File: src/sv/lric_pkg.sv
// Shared types and constants for the local radius index code block.
// No dependencies; lric_ray, the top level and the testbench use this package.
`default_nettype none

package lric_pkg;

  localparam int PIX_W  = 8;
  localparam int CODE_W = 4;
  localparam int COL_W  = 10;
  localparam int LW_W   = 11;
  localparam int THR_W  = 12;

  localparam int LW_RESET  = 640;
  localparam int THR_RESET = 32;

  // Ray order: E, NE, N, NW, W, SW, S, SE (row offset, column offset)
  localparam int NUM_RAYS = 8;
  localparam int RAY_DR [NUM_RAYS] = '{0, -1, -1, -1, 0, 1, 1, 1};
  localparam int RAY_DC [NUM_RAYS] = '{1, 1, 0, -1, -1, -1, 0, 1};

  typedef enum logic [0:0] {
    REG_LINE_WIDTH   = 1'b0,
    REG_THRESHOLD_Q4 = 1'b1
  } cfg_reg_e;

  typedef struct packed {
    cfg_reg_e           index;
    logic [THR_W-1:0]   value;
  } cfg_wr_t;

  typedef struct packed {
    logic [PIX_W-1:0] pixel;
    logic             frame_start;
  } pix_in_t;

  typedef struct packed {
    logic signed [CODE_W-1:0] code_east;
    logic signed [CODE_W-1:0] code_northeast;
    logic signed [CODE_W-1:0] code_north;
    logic signed [CODE_W-1:0] code_northwest;
    logic signed [CODE_W-1:0] code_west;
    logic signed [CODE_W-1:0] code_southwest;
    logic signed [CODE_W-1:0] code_south;
    logic signed [CODE_W-1:0] code_southeast;
    logic [COL_W-1:0]         center_column;
  } lri_res_t;

endpackage

`default_nettype wire

File: src/sv/lric_ray.sv
// Run code for one ray: counts the leading neighbours above or below the
// centre by more than the threshold. Depends on lric_pkg.
`default_nettype none

module lric_ray #(
  parameter int RADIUS = 4
) (
  input  wire logic [lric_pkg::PIX_W-1:0]  center_i,
  input  wire logic [lric_pkg::PIX_W-1:0]  nb_i [RADIUS],
  input  wire logic [lric_pkg::THR_W-1:0]  thr_i,
  output logic signed [lric_pkg::CODE_W-1:0] code_o
);

  localparam int SUM_W = lric_pkg::PIX_W + 6;
  localparam int CNT_W = $clog2(RADIUS + 1);

  logic [SUM_W-1:0] c16;
  logic [SUM_W-1:0] c16_hi;
  logic [RADIUS-1:0] above;
  logic [RADIUS-1:0] below;
  logic [CNT_W-1:0] n_above;
  logic [CNT_W-1:0] n_below;
  logic             run_a;
  logic             run_b;

  assign c16    = {2'b00, center_i, 4'b0000};
  assign c16_hi = c16 + SUM_W'(thr_i);

  always_comb begin
    n_above = '0;
    n_below = '0;
    run_a   = 1'b1;
    run_b   = 1'b1;
    for (int i = 0; i < RADIUS; i++) begin
      above[i] = {2'b00, nb_i[i], 4'b0000} > c16_hi;
      below[i] = ({2'b00, nb_i[i], 4'b0000} + SUM_W'(thr_i)) < c16;
      run_a = run_a & above[i];
      run_b = run_b & below[i];
      if (run_a) begin
        n_above = n_above + CNT_W'(1);
      end
      if (run_b) begin
        n_below = n_below + CNT_W'(1);
      end
    end
    if (above[0]) begin
      code_o = signed'(lric_pkg::CODE_W'(n_above));
    end else begin
      code_o = -signed'(lric_pkg::CODE_W'(n_below));
    end
  end

endmodule

`default_nettype wire

File: config.mk
export PLATFORM = sky130hd
export DESIGN_NAME = lric_ray
export DESIGN_NICKNAME = d
export VERILOG_FILES = /design/src/sv/lric_pkg.sv /design/src/sv/lric_ray.sv
export SDC_FILE = /design/constraint.sdc
export NUM_CORES = 1
export LEC_CHECK = 0
export ABC_AREA = 1
export ABC_CLOCK_PERIOD_IN_PS = 5400
export BUFFER_PORTS_ARGS = -buffer_cell sky130_fd_sc_hd__buf_2
export CELL_PAD_IN_SITES_DETAIL_PLACEMENT = 2
export CELL_PAD_IN_SITES_GLOBAL_PLACEMENT = 2
export CORE_ASPECT_RATIO = 0.6
export CORE_MARGIN = 4
export CORE_UTILIZATION = 30
export DETAILED_ROUTE_END_ITERATION = 12
export GPL_TIMING_DRIVEN = 1
export MAX_ROUTING_LAYER = met4
export PLACE_DENSITY_LB_ADDON = 0.08
export SYNTH_ARGS = -nofsm -noshare
export SYNTH_HDL_FRONTEND = slang
export SYNTH_SLANG_ARGS = --single-unit
File: constraint.sdc
create_clock -name vclk -period 5.4
set_input_delay 1.35 -clock vclk [all_inputs]
set_output_delay 1.35 -clock vclk [all_outputs]
set_load 0.005 [all_outputs]
==> metrics.cfg, run 1 <==
[sta]
fin_crit_ps=5850
rsz0062_at_grt=yes
fin_crit_sh=1.08
tightest_slew_ps=398
slew_viol_final=0
setup_violations=4
slew_headroom=0.732
setup_ws_ps=-451
fmax_mhz=171
finalHoldViolCount=0
tns_ps=-1420

[route]
wl_met2_um=6780
avgViaCountPerCell=5.02
top_layer=met4
drc_errors=0
dr_wl_met3_um=293
drt-initial-drc-count=126
wl_per_cell_um=18.7
finalWirelength_um=14100
drt-pass1-iter-count=4
wl_met1_um=6980
drtAntennaViolNets=0
vias=3797

[outcome]
run_status=finished, violations left
violations=setup timing

[synthesis]
yosysSeqAreaShare=0
synth_top_area_cell=ha_1
synth_fp_nets=649
syn_inst=495
syn-cell-area_um2=3330
yosys_warnings=0
synth_area_leaders=ha_1 (36%), nand2_1 (10%), inv_1 (9.5%)
synth_top_area_frac=0.365
avgSynthCellArea_um2=6.72
ys_types=35

[placed_design]
gp_congestion=0.827
portBuffers=56
hpwl_um=12400
post-place-ws_ps=-746
place_area_um2=4200
dp.cells=745

[global_route]
grt_max_degree=7
antenna_found_initial=0
grt_pass1_vias=4234
grt_pass1_wl_um=21300
grt-ovfl-total=0
grtUsageTotal=0.218

[run]
maxCapViolations=0

[layout]
diodes=0
final_nets=774
postLayoutCoreUtil=0.427
nClkBuffers=0
instances_no_fill=757
flops_and_latches=0
drive_gt1_frac=0.314
fillers=1301
seq_area_um2=0
final_cell_area_um2=4570
area_growth_pct=37.5

[critical_path]
cp_max_fo=4
cp_cell_sequence=buf_2 -> ha_4 -> inv_1 -> fa_2 -> inv_1 -> nand2_1 -> nand2_2 -> nand2_2 -> xor2_4 -> buf_12 -> ha_4 -> nand4_1 -> o211ai_1 -> nand4_1 -> nand3_1 -> nand2_2 -> a21oi_4 -> ha_4 -> inv_2 -> nand2_1 -> nand2_1 -> nand2_1 -> buf_2
worst-setup-path-type=in -> out
critical_path.slowest_cell=fa_2
crit_top_cell=nand2_1
cp_num_buf_inv=6
start_kind=primary input
critPathRequiredTime_ps=4050
cpPeakStageDelay_ps=380
crit_family=adder cells
cp-end-kind=output port
cp.arrival_ps=4500

[worst_hold_path]
hp-class=in -> out

[die]
core_area_um2=10700
die_x_um=144
boundaryPins=56
die_height_um=89.6
die_area_um2=12900
initial_utilization=0.311
rows=29

[power_and_ir_drop]
peakVddDrop_mv=0.0519
powerDensity_nw_per_um2=162
leakagePower_nw=2.50

## layout make-up
| cell class | instances | area, um2 | area share |
|---|---|---|---|
| Multi-Input combinational cell | 406 | 3220 | 0.704 |
| Inverter | 89 | 337 | 0.0736 |
| Tap cell | 139 | 174 | 0.0380 |
| Timing Repair Buffer | 123 | 843 | 0.184 |
## synthesized netlist by cell type (all sizes together) (3+ instances only)
master and instances:
nor3b 5, o21ai 20, nand3 32, a31oi 3, inv 89, fa 5
a21oi 40, nand4 12, o21bai 5, nor3 5, ha 97, nand2 101
nor2 40, xor2 16, xnor2 12
## stage by stage
stage / total power, W / hold slack [ps]
6_report: 0.000740 / 3390
3_3_place_gp: 0.000596 / 3370
3_5_place_dp: 0.000641 / 3360
4_1_cts: 0.000695 / 3410
5_1_grt: 0.000828 / 3430
2_1_floorplan: 0.000390 / 2990
## routing by layer
layer,track usage,up-vias
met2,0.399,39
met3,0.00370,8
li1,-,1913
met1,0.287,1837
met5,-,-
met4,0.0120,0
## final timing paths
check | from | slack, ps | endpoint | depth (start not counted)
setup / recovery | center_i[0] | -450 | code_o[1] | 23
hold / removal | nb_i[24] | 3390 | code_o[3] | 6
## repair_timing
| item | CTS | global route |
|---|---|---|
| pin swaps | 22 | 16 |
| resized for setup | 36 | 22 |
| buffers inserted | 9 | 6 |
| setup endpoints to repair | 4 | 4 |
| hold buffers | 0 | 0 |
## kinds of logic (layout without fill, tap and decap cells)
family                   Yosys count  count (layout)  synth area share
AO/OA/AOI/OAI                     77              77             0.137
XOR/XNOR                          28              28            0.0737
adder cells (fa/ha/maj)          102             102             0.395
buffers and inverters             89             212             0.100
AND/OR/NAND/NOR                  199             199             0.294
## placed cells by master, fill, tap and decap left out, types with 5 or more instances in the layout
cell type,instances
nand4_1,12
nor2_1,29
inv_2,8
nor2_2,5
nor2_4,6
xor2_1,12
buf_6,8
buf_4,61
xnor2_1,12
nand3_1,19
nand2_2,12
ha_1,90
buf_2,52
inv_1,80
ha_4,7
nand3_2,12
o21ai_0,16
a21oi_1,35
nand2_1,86
## where the power goes
part	leakage, nW	switching (W)	internal (W)
combinational	2.50	0.000411	0.000329
clock	0	0	0
sequential	0	0	0
total	2.50	0.000411	0.000329
Note: power is estimated with default switching activity, not from simulation.
==> run 2: changes to the inputs <==
- SKIP_LAST_GASP: default -> 1
==> run 2 against run 1 <==
  * The run still ends with setup timing left
  * Largest cell class unchanged
  * Hold slack better by 8.8 ps
  * Maximum frequency shrank 0.16%
  * Sequential share of layout area unchanged
  * Highest routed layer unchanged
  * Non-clock buffer count did not move
  * Wire length barely moved
  * Core utilization decreased by 0.058 points
  * Critical endpoint unchanged
  * Sequential cell count is the same
==> metrics.cfg, run 2 (same netlist as run 1, synthesis figures left out) <==
[global_route]
grt_max_degree=7  ; unchanged
antenna_found_initial=0  ; unchanged
grt_pass1_wl_um=21300  ; unchanged
grt_pass1_vias=4234  ; unchanged
grt-ovfl-total=0  ; unchanged
grtUsageTotal=0.218  ; unchanged

[critical_path]
cp.arrival_ps=4510  ; about the same
critPathRequiredTime_ps=4050  ; about the same
cp-end-kind=output port
cp_max_fo=4  ; unchanged
start_kind=primary input
worst-setup-path-type=in -> out

[outcome]
violations=setup timing
run_status=finished, violations left

[die]
initial_utilization=0.311  ; unchanged
die_height_um=89.6  ; unchanged
die_area_um2=12900  ; unchanged
boundaryPins=56  ; unchanged
die_x_um=144  ; unchanged
rows=29  ; unchanged
core_area_um2=10700  ; unchanged

[sta]
tightest_slew_ps=398  ; unchanged
fin_crit_ps=5860  ; +9.31 ps
setup_ws_ps=-460  ; -9.31 ps
rsz0062_at_grt=yes
finalHoldViolCount=0  ; unchanged
holdWs_ps=3390  ; +8.79 ps
setup_violations=4  ; unchanged
fin_crit_sh=1.09  ; +0.00172
slew_headroom=0.732  ; unchanged
slew_viol_final=0  ; unchanged
fmax_mhz=171  ; -0.16%

[layout]
seq_area_um2=0  ; unchanged
final_cell_mix=ha_1 (90), nand2_1 (86), inv_1 (81), buf_4 (61), buf_2 (53)
area_growth_pct=37.3
drive_gt1_frac=0.312  ; -0.00162
nClkBuffers=0  ; unchanged
final_nets=774  ; unchanged
diodes=0  ; unchanged
layout_commonest_cell=ha_1
instances_no_fill=757  ; unchanged
fillers=1300  ; -0.077%
flops_and_latches=0  ; unchanged

[power_and_ir_drop]
leakagePower_nw=2.50  ; about the same
peakVddDrop_mv=0.0519  ; about the same
power.total_w=0.000736  ; -0.57%
powerDensity_nw_per_um2=161  ; -0.43%

[run]
maxCapViolations=0  ; unchanged

[route]
drt-initial-drc-count=126  ; unchanged
drt-pass1-iter-count=4  ; unchanged
drtAntennaViolNets=0  ; unchanged
drc_errors=0  ; unchanged
wl_per_cell_um=18.7  ; about the same
vias=3793  ; -0.11%
finalWirelength_um=14100  ; about the same
avgViaCountPerCell=5.01  ; -0.11%

[clock_network]
holdBufCountCts=0  ; unchanged

[placed_design]
post-place-ws_ps=-746  ; unchanged
hpwl_um=12400  ; unchanged
gp_congestion=0.827  ; unchanged
dp.cells=745  ; unchanged
portBuffers=56  ; unchanged

[worst_hold_path]
hp-class=in -> out

[run 2: worst paths after layout]
check / startpoint / to / slack, ps / cells after the start
min: nb_i[24] / code_o[3] / 3390 / 6
max: center_i[0] / code_o[1] / -460 / 23
[run 2: critical path, stage by stage]
cell and delay, ps:
buf_2 120, ha_4 130, inv_1 70, fa_2 380
inv_1 100, nand2_1 80, nand2_2 90, nand2_2 100
xor2_4 180, buf_12 150, ha_4 270, nand4_1 120
o211ai_1 290, nand4_1 130, nand3_1 110, nand2_2 90
a21oi_4 200, ha_4 220, inv_1 50, nand2_1 50
nand2_1 50, nand2_1 50, buf_2 120
[run 2: metal layers]
layer	routed length, um	vias up	track usage
li1	-	1913	-
met1	6980	1833	0.287
met2	6780	39	0.399
met3	295	8	0.00370
met4	86	0	0.0120
met5	0	-	-
[run 2: repair_timing]
action | in CTS | in global routing
endpoints found under the setup margin | 4 | 4
buffers inserted | 9 | 6
resized for setup | 36 | 20
cloned | 0 | 0
pin swaps | 22 | 16
[run 2: power by group]
| part | internal [W] | switching [W] |
|---|---|---|
| Combinational | 0.000326 | 0.000410 |
| Clock | 0 | 0 |
| Sequential | 0 | 0 |
[run 2: per-stage QoR]
stage	util	instance area, um2	TNS [ps]
after global placement	0.392	4200	-1660
final	0.427	4570	-1440
after floorplan	-	3330	0
after detailed placement	0.392	4200	-2310
after CTS	0.415	4450	-1300
after global routing	0.427	4570	-2180
[run 2: area by class of cell]
cell class	instances	area (um2)	area share
Inverter	89	337	0.0737
Timing Repair Buffer	123	837	0.183
Tap cell	139	174	0.0381
Multi-Input combinational cell	406	3220	0.705
==> run 3: changes to the inputs <==
- ABC_AREA: 1 -> default
- CORE_UTILIZATION: 30 -> 31
==> run 3 against run 2 <==
  * The flow still finishes with violations (setup timing)
  * Sequential share of layout area unchanged
  * First-iteration DRC count grew 79%
  * Final cell count is 13% lower
  * Setup slack worse by 810 ps
  * Die area down 13%
  * Maximum frequency decreased by 12%
  * Largest power group unchanged
  * Combinational power grew 20%
  * Largest cell class unchanged
  * Non-clock buffer count increased by 44
  * Via count up 3.4%
==> metrics.cfg, run 3 <==
[critical_path]
cp.arrival_ps=5320  ; +810 ps
start_kind=primary input
cp-end-kind=output port
worst-setup-path-type=in -> out
critPathRequiredTime_ps=4050  ; about the same
cp_max_fo=4  ; unchanged

[route]
drt-pass1-iter-count=5  ; +1
top_layer=met4
finalWirelength_um=18900  ; +34%
vias=3923  ; +3.4%
drt-initial-drc-count=225  ; +79%
drc_errors=0  ; unchanged
avgViaCountPerCell=5.97  ; +19%
drtAntennaViolNets=0  ; unchanged
wl_met2_um=8870  ; +31%
wl_per_cell_um=28.8  ; +54%
wl_met1_um=8120  ; +16%
dr_wl_met3_um=1240  ; +320%

[layout]
layout_commonest_cell=buf_4
final_nets=683  ; -12%
nClkBuffers=0  ; unchanged
drive_gt1_frac=0.436  ; +0.124
flops_and_latches=0  ; unchanged
area_growth_pct=58.6
fillers=1012  ; -22%
final_cell_mix=buf_4 (99), ha_1 (83), buf_2 (51), inv_1 (32), xnor2_1 (21)
postLayoutCoreUtil=0.507  ; +0.0806
seq_area_um2=0  ; unchanged
multi_input_area_um2=3170  ; -1.7%
diodes=0  ; unchanged

[global_route]
grt_pass1_vias=4345  ; +2.6%
grtUsageTotal=0.314  ; +0.0961
grt_pass1_wl_um=26400  ; +24%
antenna_found_initial=0  ; unchanged
grt_max_degree=8  ; +1
grt-ovfl-total=0  ; unchanged

[synthesis]
synth.most_common_cell=ha_1
avgSynthCellArea_um2=8.14  ; +21%
synth_fp_nets=515  ; -21%
synth_area_leaders=ha_1 (41%), xnor2_1 (6.6%), a21oi_1 (5.4%)
syn_inst=361  ; -27%
synth_top_area_frac=0.413  ; +0.0481
synth_top_area_cell=ha_1
yosysSeqAreaShare=0  ; unchanged
synth.cells.most_frequent=ha_1 (97), inv_1 (34), a21oi_1 (32)
yosys_warnings=0  ; unchanged
syn-cell-area_um2=2940  ; -12%
ys_types=50  ; +43%

[die]
die_area_um2=11200  ; -13%
boundaryPins=56  ; unchanged
core_area_um2=9190  ; -14%
rows=27  ; -6.9%
die_x_um=134  ; -7.1%
initial_utilization=0.320  ; +0.00904
die_height_um=83.4  ; -6.9%

[clock_network]
holdBufCountCts=0  ; unchanged

[sta]
holdWs_ps=3580  ; +184 ps
tightest_slew_ps=745  ; +347 ps
setup_violations=4  ; unchanged
tns_ps=-3640  ; -2200 ps
setup_ws_ps=-1270  ; -807 ps
finalHoldViolCount=0  ; unchanged
fin_crit_ps=6670  ; +807 ps
fmax_mhz=150  ; -12%
slew_viol_final=0  ; unchanged
rsz0062_at_grt=yes
fin_crit_sh=1.23  ; +0.149
slew_headroom=0.499  ; -0.232

[outcome]
run_status=finished, violations left
violations=setup timing

[placed_design]
portBuffers=56  ; unchanged
hpwl_um=11500  ; -6.7%
gp_congestion=0.887  ; +7.3%

[power_and_ir_drop]
peakVddDrop_mv=0.0548  ; +5.6%
leakagePower_nw=2.34  ; -6.4%
powerDensity_nw_per_um2=190  ; +18%

[worst_hold_path]
hp-class=in -> out

[run]
maxCapViolations=0  ; unchanged

==> run 3: changes by cell type after synthesis, moves of 13 or more <==
cell     before  now
inv_1        84   34
nand2_1      91    6
xor2_1       16    3
nand3_1      22    5
nor2_1       34   18
a21o_1        2   16
==> run 3: per-layer routing <==
layer | vias up | track usage
met2 | 193 | 0.538
met3 | 55 | 0.0393
li1 | 1710 | -
met4 | 0 | 0.0831
met5 | - | -
met1 | 1965 | 0.391
==> run 3: worst paths after layout <==
| check | start | end | cells after the start |
|---|---|---|---|
| worst max-delay path | thr_i[5] | code_o[1] | 18 |
| worst min-delay path | nb_i[7] | code_o[0] | 8 |
==> run 3: final cells by class <==
type	count	share of cell area
inverters	34	0.0274
multi-input cells	326	0.679
well taps	130	0.0349
repair buffers	167	0.259
==> run 3: critical path: stages <==
cell and delay, ps:
buf_6 110, ha_4 260, a21o_1 110, a21oi_2 80
buf_4 140, xnor2_1 590, ha_1 410, a41oi_1 290
o21ai_0 170, a21o_1 220, nand3_1 90, o211a_1 240
nor3_4 80, and2_4 150, ha_1 280, or3_1 370
a22o_1 210, buf_2 140
==> run 3: what timing repair did <==
action                                  in CTS  in global routing
resized for setup                           75                  9
endpoints found under the setup margin       4                  4
setup buffers                               22                  7
pin swaps                                   39                 13
==> run 3: logic make-up (layout without fill, tap and decap cells) <==
logic type | count (synthesis) | after routing | share of synthesized area
XOR/XNOR | 25 | 25 | 0.0745
buffers and inverters | 35 | 201 | 0.0473
AO/OA/AOI/OAI | 122 | 122 | 0.282
adder cells (fa/ha/maj) | 102 | 102 | 0.447
AND/OR/NAND/NOR | 77 | 77 | 0.149
==> run 3: report_power, final <==
group | internal, W | switching, W
Clock | 0 | 0
Sequential | 0 | 0
Combinational | 0.000419 | 0.000466
==> run 3: per-stage QoR <==
stage               power (W)  std cells  setup slack [ps]  area, um2
floorplan            0.000354        361              -475       2970
global placement     0.000598        631              -899       4050
detailed placement   0.000644        631             -1200       4050
CTS                  0.000753        651              -873       4570
global route         0.000935        657             -1380       4660
finish               0.000885        657             -1270       4660
